===== config.mk =====
export PLATFORM = sky130hd
export DESIGN_NAME = moving_average_filter_flat
export DESIGN_NICKNAME = d
export VERILOG_FILES = /design/src/rtl/maf_pkg.sv /design/src/rtl/maf_if.sv /design/src/rtl/maf_ctrl.sv /design/src/rtl/maf_dp.sv /design/src/rtl/moving_average_filter.sv /design/src/flat_wrapper.sv
export SDC_FILE = /design/constraint.sdc
export NUM_CORES = 1
export LEC_CHECK = 0
export ABC_CLOCK_PERIOD_IN_PS = 3100
export BUFFER_PORTS_ARGS = -buffer_cell sky130_fd_sc_hd__buf_4
export CAP_MARGIN = 20
export CORE_ASPECT_RATIO = 1.2
export CORE_MARGIN = 8
export CORE_UTILIZATION = 56
export CTS_CLUSTER_DIAMETER = 60
export DETAILED_ROUTE_END_ITERATION = 10
export PLACE_DENSITY = 0.82
export SKIP_LAST_GASP = 1
export SYNTH_ARGS = -nofsm -noshare
export SYNTH_HDL_FRONTEND = slang
export SYNTH_HIERARCHICAL = 1
export SYNTH_SLANG_ARGS = --single-unit

===== constraint.sdc =====
create_clock -name clk -period 3.1 [get_ports clk]
set_input_delay 0.31 -clock clk [delete_from_list [all_inputs] [get_ports clk]]
set_output_delay 0.31 -clock clk [all_outputs]
set_load 0.05 [all_outputs]

===== src/rtl/maf_pkg.sv =====
// shared types and constants of the moving average filter
// no dependencies
package maf_pkg;

  localparam int SAMPLE_BITS = 12;
  localparam int WIN_CFG_BITS = 6;
  localparam int WIN_RESET = 8;

  typedef enum logic [1:0] {
    ST_IDLE,
    ST_LOAD,
    ST_DIV,
    ST_DONE
  } maf_state_t;

  typedef struct packed {
    logic capture;
    logic update;
    logic div_step;
    logic out_load;
  } maf_cmd_t;

  typedef struct packed {
    logic div_done;
    logic out_busy;
  } maf_status_t;

endpackage


===== src/rtl/maf_if.sv =====
// request channels of the moving average filter
// depends on maf_pkg
interface maf_sample_if;
  logic valid;
  logic ready;
  logic [maf_pkg::SAMPLE_BITS-1:0] sample;
  modport source (output valid, output sample, input ready);
  modport sink (input valid, input sample, output ready);
endinterface

interface maf_result_if;
  logic valid;
  logic ready;
  logic [maf_pkg::SAMPLE_BITS-1:0] average;
  logic full_res;
  modport source (output valid, output average, output full_res, input ready);
  modport sink (input valid, input average, input full_res, output ready);
endinterface


===== src/rtl/maf_ctrl.sv =====
// sequencer of the moving average filter
// depends on maf_pkg
module maf_ctrl (
  input  logic                 clk,
  input  logic                 rst,
  input  logic                 samp_valid,
  output logic                 samp_ready,
  input  maf_pkg::maf_status_t status,
  output maf_pkg::maf_cmd_t    cmd
);

  maf_pkg::maf_state_t state, state_next;

  always_ff @(posedge clk) begin
    if (rst) begin
      state <= maf_pkg::ST_IDLE;
    end else begin
      state <= state_next;
    end
  end

  always_comb begin
    state_next = state;
    cmd = '0;
    samp_ready = 1'b0;
    case (state)
      maf_pkg::ST_IDLE: begin
        samp_ready = 1'b1;
        if (samp_valid) begin
          cmd.capture = 1'b1;
          state_next = maf_pkg::ST_LOAD;
        end
      end
      maf_pkg::ST_LOAD: begin
        cmd.update = 1'b1;
        state_next = maf_pkg::ST_DIV;
      end
      maf_pkg::ST_DIV: begin
        if (status.div_done) begin
          state_next = maf_pkg::ST_DONE;
        end else begin
          cmd.div_step = 1'b1;
        end
      end
      maf_pkg::ST_DONE: begin
        if (!status.out_busy) begin
          cmd.out_load = 1'b1;
          state_next = maf_pkg::ST_IDLE;
        end
      end
      default: begin
        state_next = maf_pkg::ST_IDLE;
      end
    endcase
  end

endmodule


===== src/rtl/maf_dp.sv =====
// history memory, running sum, window control, serial divider, output register
// depends on maf_pkg
module maf_dp #(
  parameter int MAX_WINDOW = 32
) (
  input  logic                             clk,
  input  logic                             rst,
  input  logic                             wr_en,
  input  logic [maf_pkg::WIN_CFG_BITS-1:0] wr_data,
  input  logic [maf_pkg::SAMPLE_BITS-1:0]  sample,
  input  maf_pkg::maf_cmd_t                cmd,
  output maf_pkg::maf_status_t             status,
  output logic                             out_valid,
  input  logic                             out_ready,
  output logic [maf_pkg::SAMPLE_BITS-1:0]  average,
  output logic                             full_res
);

  localparam int SB    = maf_pkg::SAMPLE_BITS;
  localparam int DIV_W = $clog2(MAX_WINDOW + 1);
  localparam int IDX_W = (MAX_WINDOW > 1) ? $clog2(MAX_WINDOW) : 1;
  localparam int SUM_W = SB + $clog2(MAX_WINDOW);
  localparam int CNT_W = $clog2(SUM_W + 1);
  localparam int WIN_INIT = (maf_pkg::WIN_RESET > MAX_WINDOW) ? MAX_WINDOW : maf_pkg::WIN_RESET;

  logic [SB-1:0]    hist [MAX_WINDOW];
  logic [SB-1:0]    hist_rd;
  logic [SB-1:0]    smp;
  logic [DIV_W-1:0] win;
  logic [DIV_W-1:0] pos;
  logic [SUM_W-1:0] sum;
  logic             full;
  logic [DIV_W-1:0] divisor;
  logic [DIV_W-1:0] rem;
  logic [SUM_W-1:0] dq;
  logic [CNT_W-1:0] cnt;

  logic [IDX_W-1:0] slot;
  logic [DIV_W-1:0] pos_inc;
  logic             wrap;
  logic [SUM_W-1:0] sum_next;
  logic [DIV_W-1:0] win_next;
  logic [DIV_W:0]   trial;
  logic             ge;

  assign slot    = pos[IDX_W-1:0];
  assign pos_inc = pos + DIV_W'(1);
  assign wrap    = (pos_inc >= win);
  // oldest sample leaves only once the window is full
  assign sum_next = sum - (full ? SUM_W'(hist_rd) : SUM_W'(0)) + SUM_W'(smp);

  always_comb begin
    win_next = DIV_W'(wr_data);
    if (wr_data == '0) begin
      win_next = DIV_W'(1);
    end else if (int'(wr_data) > MAX_WINDOW) begin
      win_next = DIV_W'(MAX_WINDOW);
    end
  end

  // one quotient bit per step
  assign trial = {rem, dq[SUM_W-1]};
  assign ge    = (trial >= {1'b0, divisor});

  always_ff @(posedge clk) begin
    if (cmd.capture) begin
      smp <= sample;
      hist_rd <= hist[slot];
    end
    if (cmd.update) begin
      hist[slot] <= smp;
    end
  end

  always_ff @(posedge clk) begin
    if (rst) begin
      win <= DIV_W'(WIN_INIT);
      pos <= '0;
      sum <= '0;
      full <= 1'b0;
    end else if (wr_en) begin
      win <= win_next;
      pos <= '0;
      sum <= '0;
      full <= 1'b0;
    end else if (cmd.update) begin
      sum <= sum_next;
      pos <= wrap ? '0 : pos_inc;
      if (wrap) begin
        full <= 1'b1;
      end
    end
  end

  always_ff @(posedge clk) begin
    if (rst) begin
      cnt <= '0;
    end else if (cmd.update) begin
      cnt <= CNT_W'(SUM_W);
    end else if (cmd.div_step) begin
      cnt <= cnt - CNT_W'(1);
    end
  end

  always_ff @(posedge clk) begin
    if (cmd.update) begin
      dq <= sum_next;
      rem <= '0;
      divisor <= full ? win : pos_inc;
    end else if (cmd.div_step) begin
      dq <= {dq[SUM_W-2:0], ge};
      rem <= ge ? DIV_W'(trial - {1'b0, divisor}) : trial[DIV_W-1:0];
    end
  end

  always_ff @(posedge clk) begin
    if (rst) begin
      out_valid <= 1'b0;
    end else if (cmd.out_load) begin
      out_valid <= 1'b1;
    end else if (out_ready) begin
      out_valid <= 1'b0;
    end
  end

  always_ff @(posedge clk) begin
    if (cmd.out_load) begin
      average <= dq[SB-1:0];
      full_res <= full;
    end
  end

  assign status.div_done = (cnt == '0);
  assign status.out_busy = out_valid && !out_ready;

endmodule


===== src/rtl/moving_average_filter.sv =====
// top level of the boxcar moving average filter
// depends on maf_pkg, maf_if, maf_ctrl, maf_dp
//
//   channel  role   payload                        request taken when
//   samp     sink   sample[11:0]                   samp.valid && samp.ready
//   res      source average[11:0], full_res        res.valid && res.ready
//   wr_*     cfg    wr_data[5:0], window length    wr_en high
//
// each request passes these steps, and the next is not taken until it ends: the
// accept step captures the sample and reads the history memory, the load step
// updates the running sum and window position, the restoring divider makes one
// step per sum bit (17 at MAX_WINDOW = 32) and then sees its step count at zero,
// and the hand-off step loads the result register.
// reset and a window length write clear the sum, position and full flag; the
// history memory is not cleared, only slots written first feed the sum.
// the result register holds a finished result while the next request is taken;
// a result that cannot leave stalls only the final step.
module moving_average_filter #(
  parameter int MAX_WINDOW = 32
) (
  input  logic                             clk,
  input  logic                             rst,
  maf_sample_if.sink                       samp,
  maf_result_if.source                     res,
  input  logic                             wr_en,
  input  logic [maf_pkg::WIN_CFG_BITS-1:0] wr_data
);

  // command and status between sequencer and datapath
  maf_pkg::maf_cmd_t    cmd;
  maf_pkg::maf_status_t status;

  // sequencer: idle, load, divide, hand off
  maf_ctrl u_ctrl (
    .clk        (clk),
    .rst        (rst),
    .samp_valid (samp.valid),
    .samp_ready (samp.ready),
    .status     (status),
    .cmd        (cmd)
  );

  // datapath: memory, sum, divider and result register
  maf_dp #(
    .MAX_WINDOW (MAX_WINDOW)
  ) u_dp (
    .clk       (clk),
    .rst       (rst),
    .wr_en     (wr_en),
    .wr_data   (wr_data),
    .sample    (samp.sample),
    .cmd       (cmd),
    .status    (status),
    .out_valid (res.valid),
    .out_ready (res.ready),
    .average   (res.average),
    .full_res  (res.full_res)
  );

endmodule


===== src/flat_wrapper.sv =====
// flat-port wrapper written by rule: the top's interface ports become plain ports
module moving_average_filter_flat 
#(
  parameter int MAX_WINDOW = 32
)
  (clk, rst, wr_en, wr_data, samp_valid, samp_sample, samp_ready, res_valid, res_average, res_full_res, res_ready);
  maf_sample_if samp_i ();
  maf_result_if res_i ();
  input  logic clk;
  input  logic rst;
  input  logic wr_en;
  input  logic [maf_pkg::WIN_CFG_BITS-1:0] wr_data;
  input wire logic [$bits(samp_i.valid)-1:0] samp_valid;
  input wire logic [$bits(samp_i.sample)-1:0] samp_sample;
  output wire logic [$bits(samp_i.ready)-1:0] samp_ready;
  output wire logic [$bits(res_i.valid)-1:0] res_valid;
  output wire logic [$bits(res_i.average)-1:0] res_average;
  output wire logic [$bits(res_i.full_res)-1:0] res_full_res;
  input wire logic [$bits(res_i.ready)-1:0] res_ready;
  assign samp_i.valid = samp_valid;
  assign samp_i.sample = samp_sample;
  assign samp_ready = samp_i.ready;
  assign res_valid = res_i.valid;
  assign res_average = res_i.average;
  assign res_full_res = res_i.full_res;
  assign res_i.ready = res_ready;
  moving_average_filter #(.MAX_WINDOW(MAX_WINDOW)) u_core (.clk(clk), .rst(rst), .samp(samp_i), .res(res_i), .wr_en(wr_en), .wr_data(wr_data));
endmodule

Word level (Yosys, flattened, before mapping)
Memories as Yosys holds them, arrays and structs flattened. A register that Yosys moved wholly into a read port is not among the register bits.
Cells that the tools add are included.

storage, ports and cells
  latch bits = 0
  input port bits = 23
  bits in registers = 92
  output and inout bits = 15
  memory bits (writable) = 384
  ROM bits = 0
  memories = 1
  logic and storage cells = 66

operators by class
  div/mod/pow operators = 0
  multiply operators = 0
  reduce and logical (&&, ||, !) cells = 11
  eq/ne operators = 6
  add/subtract/negate cells = 5
  shift-type cells = 0
  muxes and demuxes = 26
  $lt $le $gt $ge = 3
  bitwise gates (word level) = 0

memories
  name              words  width  read ports  clocked after Yosys merged registers in  write ports  line          RTL
  u_core.u_dp.hist  32     12     1           1                                        1            maf_dp.sv:26  logic [SB-1:0] hist [MAX_WINDOW];

operator list
  kind                 number
  $mux 17              2
  $mux 6               5
  $add 17x12->17       1
  $sub 17x12->17       1
  $mux 1               12
  $mux 12              1
  $mux 5               2
  $pmux 2 s4           1
  $ge 7x6->1           1
  $add 6x1->6 const B  1
  $ge 6x6->1           1
  $gt 6x6->1 const B   1
  $logic_not 6->1      1
  $mux 2               3
  $sub 6x6->6          1
  $logic_not 5->1      1
  $sub 5x1->5 const B  1
  $eq 2x2->1 const B   2
  $ne 2x2->1 const B   2
  $reduce_bool 2->1    2
  $reduce_or 2->1      2
  $reduce_and 3->1     1
  $eq 2x1->1 const B   1
  $logic_not 2->1      1
  4 further kinds      4

Logic depth before layout (Yosys ltp)
  word-level depth = 5
  gate-level depth with buffers = 12
  depth with buffers taken out = 11

Hierarchy
Netlist, hierarchy kept.

modules (own cells, without submodules)
  module    seq. area each (µm²)  instances  cells an instance  area each (µm²)
  maf_dp    14173.6               1          1204               20180.6
  maf_ctrl  40.0                  1          20                 214.0

Worst setup path after synthesis
No wires, ideal clock.

  path kind = reg-to-reg
  start = register u_core.u_dp.smp[1]
  end = register u_core.u_dp.dq[14], data pin
  buffers on the path = 0
  setup time = 0.269 ns
  period minus slack after synthesis = 3.133 ns
  required time = 2.831 ns
  setup slack = -0.033 ns
  stages on the path, launching flop included = 11
  data arrival time = 2.864 ns
  cells stage by stage = edfxtp_1 inv_1 fa_1 inv_1 fa_1 a211oi_1 o21ai_1 o21a_1 or3_1 nand3_1 o21ai_0

on the way
  word-level cells in the longest chain between the ends = 2

RTL lines
  element                   line           RTL
  start: declaration        maf_dp.sv:28   logic [SB-1:0] smp;
  start signal: assignment  maf_dp.sv:67   smp <= sample;
  $add 17x12->17            maf_dp.sv:50   assign sum_next = sum - (full ? SUM_W'(hist_rd) : SUM_W'(0)) + SUM_W'(smp);
  $mux 17                   maf_dp.sv:106  if (cmd.update) begin
  end signal: assignment    maf_dp.sv:107  dq <= sum_next;
  end signal: assignment    maf_dp.sv:111  dq <= {dq[SUM_W-2:0], ge};
  end: declaration          maf_dp.sv:35   logic [SUM_W-1:0] dq;

No other way between the ends.
A chain may end at the register's enable or synchronous reset.

Final worst setup path
  start = register u_core.u_dp.hist_rd[0] (read register of u_core.u_dp.hist)
  end = register u_core.u_dp.dq[14], data pin

on the way
  word-level cells in the longest chain between the ends = 4

RTL lines
  element             line           RTL
  start: declaration  maf_dp.sv:27   logic [SB-1:0] hist_rd;
  $mux 12             maf_dp.sv:50
  $sub 17x12->17      maf_dp.sv:50
  $add 17x12->17      maf_dp.sv:50
  $mux 17             maf_dp.sv:106

No other way between the ends.

==> flow_metrics.py <==
metrics = {
    "timing": {
        "slew_headroom_pct": 47.9,
        "hold_viol": 0,
        "period_minus_slack_ns": 2.96,
        "setup_viol": 0,
        "final.setup.worst_slack_ns": 0.142,
        "setup_tns_ns": 0,
        "fmaxAchievable_mhz": 338,
        "tightest_slew_ns": 0.781,
        "rsz0062_at_grt": "false",
        "period_share_pct": 95.4,
        "finClkSkew_ns": 0.0309,
        "slew_viol_final": 0,
    },
    "grt": {
        "grt_usage_pct": 23.1,
        "grt_max_degree": 54,
        "overflow": 0,
        "antenna_found_initial": 0,
        "grt_pass1_vias": 11891,
        "grt_first_pass_wirelength_um": 74300,
    },
    "die": {
        "fp.dieH_um": 225,
        "coreArea_um2": 35900,
        "row_count": 76,
        "io_pins": 38,
        "start_util_pct": 56.7,
        "fp.dieW_um": 190,
        "die_area_um2": 42800,
    },
    "layout": {
        "n_fill_cell": 2327,
        "final_net_count": 1424,
        "syn_to_final_growth_pct": 14.8,
        "multi_input_area_um2": 5640,
        "stdcell_count": 1852,
        "mostFrequentLayoutCells": "edfxtp_1 (444), buf_4 (109), mux4_2 (96), inv_1 (90), nor2_1 (76)",
        "ff_latch_area_um2": 14200,
        "antenna_cells": 0,
        "drive_gt1_share_pct": 22.7,
        "final_common_cell": "edfxtp_1",
    },
    "worst_setup_path": {
        "critical_path_arrival_ns": 3.26,
        "critPathTopFamily": "adder cells",
        "crit_chain": "and2_1, ha_1, inv_1, ha_1, fa_1, a211oi_2, o21ai_2, o21a_1, or3_1, nand3_1, o21ai_0",
        "start_kind": "register",
        "crit_buf_inv": 1,
        "cp_slowest_cell": "fa_1",
        "slowest_delay_ns": 0.50,
        "worst_setup_path_end_kind": "register",
        "critPathMaxFanout": 6,
        "required_ns": 3.40,
        "worstSetupPathType": "reg2reg",
        "cp_common_cell": "ha_1",
        "reg2reg_slack_ns": 0.14,
    },
    "placement": {
        "place_inst": 1753,
        "port_buffers": 37,
        "dp_hpwl_um": 29200,
        "dp_slack_ns": 0.125,
        "gp_routability_congestion": 0.845,
    },
    "power_and_ir_drop": {
        "power.leakage_nw": 7.88,
        "power.density_nw_per_um2": 801,
        "ir_drop_mv": 0.467,
    },
    "clock_network": {
        "path_clk_slew_ns": 0.07,
        "clock-sinks": 488,
        "numCtsBuffers": 48,
        "cts_setup_buffers": 0,
        "cts_tree": "built",
        "cts-root-buf": "clkbuf_16",
        "htree_levels": 2,
        "clkLatencyLatePin_ns": 0.58,
        "clk_path_buf_depth": 3,
    },
    "drt": {
        "routedWlPerCell_um": 26.6,
        "wirelength_um": 49300,
        "dr.pass1.iters": 7,
        "route.detailed.drc": 0,
        "antenna_left": 0,
        "viasPerCell": 6.39,
        "first_iter_violations": 1584,
        "num_vias": 11833,
    },
    "synth": {
        "ys_types": 68,
        "yosysWarnings": 6,
        "ys_ff_latch": 488,
        "syn_area_um2": 20400,
        "synth_flop_cell": "edfxtp_1",
        "synth_fp_nets": 1300,
        "avgSynthCellArea_um2": 16.7,
        "synth_cells": 1224,
        "seq_area_frac_synth_pct": 69.7,
        "synthArstFlopShare_pct": 0,
        "synth_edf_count": 444,
    },
    "run": {
        "cap_violations": 0,
    },
    "run_status": {
        "outcome": "completed",
    },
    "hold_path": {
        "hp-class": "in2reg",
    },
}
-- final timing paths --
| check | cells past startpoint | to | startpoint |
|---|---|---|---|
| setup / recovery | 11 | u_core/u_dp/dq[14] | u_core/u_dp/hist_rd[0] |
| hold / removal | 3 | u_core/u_dp/win[2] | wr_data[2] |
| setup reg to reg | 11 | u_core/u_dp/dq[14] | u_core/u_dp/hist_rd[0] |
| hold reg to reg | 0 | u_core/u_dp/average[7] | u_core/u_dp/dq[7] |
-- repair_timing --
action                                 in CTS  in global routing
gates resized for setup                     0                  5
endpoints found under the hold margin      13                  0
hold buffers                               13                  0
setup endpoints to repair                   0                  6
-- area by class of cell --
cell class	count	area share (%)
Clock buffer	66	5.73
Multi-Input combinational cell	593	24.1
Clock inverter	20	1.08
Timing Repair Buffer	127	4.44
Sequential cell	488	60.7
Tap cell	468	2.50
Inverter	90	1.44
-- per-stage QoR --
step / area, um^2 / utilization [%] / hold slack (ns) / power, mW
after floorplan: 20400 / - / 0.401 / 11.6
after global placement: 21700 / 60.3 / 0.434 / 12.7
after detailed placement: 21700 / 60.3 / 0.441 / 12.9
after CTS: 23400 / 65.1 / 0.00981 / 18.7
after global routing: 23400 / 65.2 / 0.0320 / 19.5
final: 23400 / 65.2 / 0.0269 / 18.8
-- worst min-delay path, delay by kind of cell --
kind            cells  cell delay [ns]
buf+inv             1             0.09
compound gates      1             0.06
simple gates        1             0.08
-- cell families after synthesis --
logic type / share of synthesized area (%)
muxes: 11.1
AOI/OAI and AO/OA: 6.35
buffers and inverters: 2.76
and+or+nand+nor: 5.61
xor gates and xnor gates: 0.773
DFF: 69.7
adders and majority gates: 3.73
-- sequential cells by signal, summed over array words and instances (netlist names) --
name	cells
u_core/u_dp/smp	12
u_core/u_dp/divisor	6
u_core/u_dp/pos	6
u_core/u_dp/full_res	1
u_core/u_dp/out_valid	1
u_core/u_dp/full	1
u_core/u_dp/sum	17
u_core/u_dp/win	6
u_core/u_dp/hist	384
u_core/u_ctrl/state	2
u_core/u_dp/average	12
u_core/u_dp/cnt	5
u_core/u_dp/rem	6
u_core/u_dp/hist_rd	12
u_core/u_dp/dq	17
-- layer usage --
layer / global-route usage [%] / up-vias / routed length, um
met3: 4.01 / 135 / 4190
met1: 28.6 / 5971 / 17500
met5: 0 / - / 0
met4: 10.6 / 0 / 2390
met2: 39.5 / 695 / 25300
li1: - / 5032 / -
-- synth_stat cells (4+ instances only) --
cell | number | area (um^2)
nand3_1 | 23 | 115
nand4_1 | 21 | 131
inv_1 | 90 | 338
fa_1 | 13 | 260
mux4_2 | 96 | 2160
nor2_1 | 76 | 285
o21ai_1 | 4 | 20.0
o21ai_0 | 25 | 125
and2_1 | 14 | 87.6
buf_1 | 7 | 26.3
o311ai_0 | 4 | 35.0
buf_2 | 12 | 60.1
o21a_1 | 10 | 75.1
nand2b_1 | 8 | 50.1
a311oi_1 | 6 | 52.6
dfxtp_1 | 44 | 881
clkbuf_1 | 31 | 116
or3_1 | 4 | 25.0
a21oi_1 | 35 | 175
xnor2_1 | 13 | 114
a211oi_1 | 4 | 30.0
ha_1 | 40 | 500
nand2_1 | 49 | 184
mux2i_1 | 6 | 60.1
a21o_1 | 9 | 67.6
nor3_1 | 10 | 50.1
a22oi_1 | 50 | 375
edfxtp_1 | 444 | 13300
nor2b_1 | 5 | 31.3
xor2_1 | 5 | 43.8
-- power by group --
part | switching, mW | total [mW] | internal, mW
sequential | 0.241 | 8.35 | 8.11
combinational | 2.84 | 4.51 | 1.67
clock | 2.45 | 5.91 | 3.46
No activity file was read; power rests on OpenSTA's default activity.
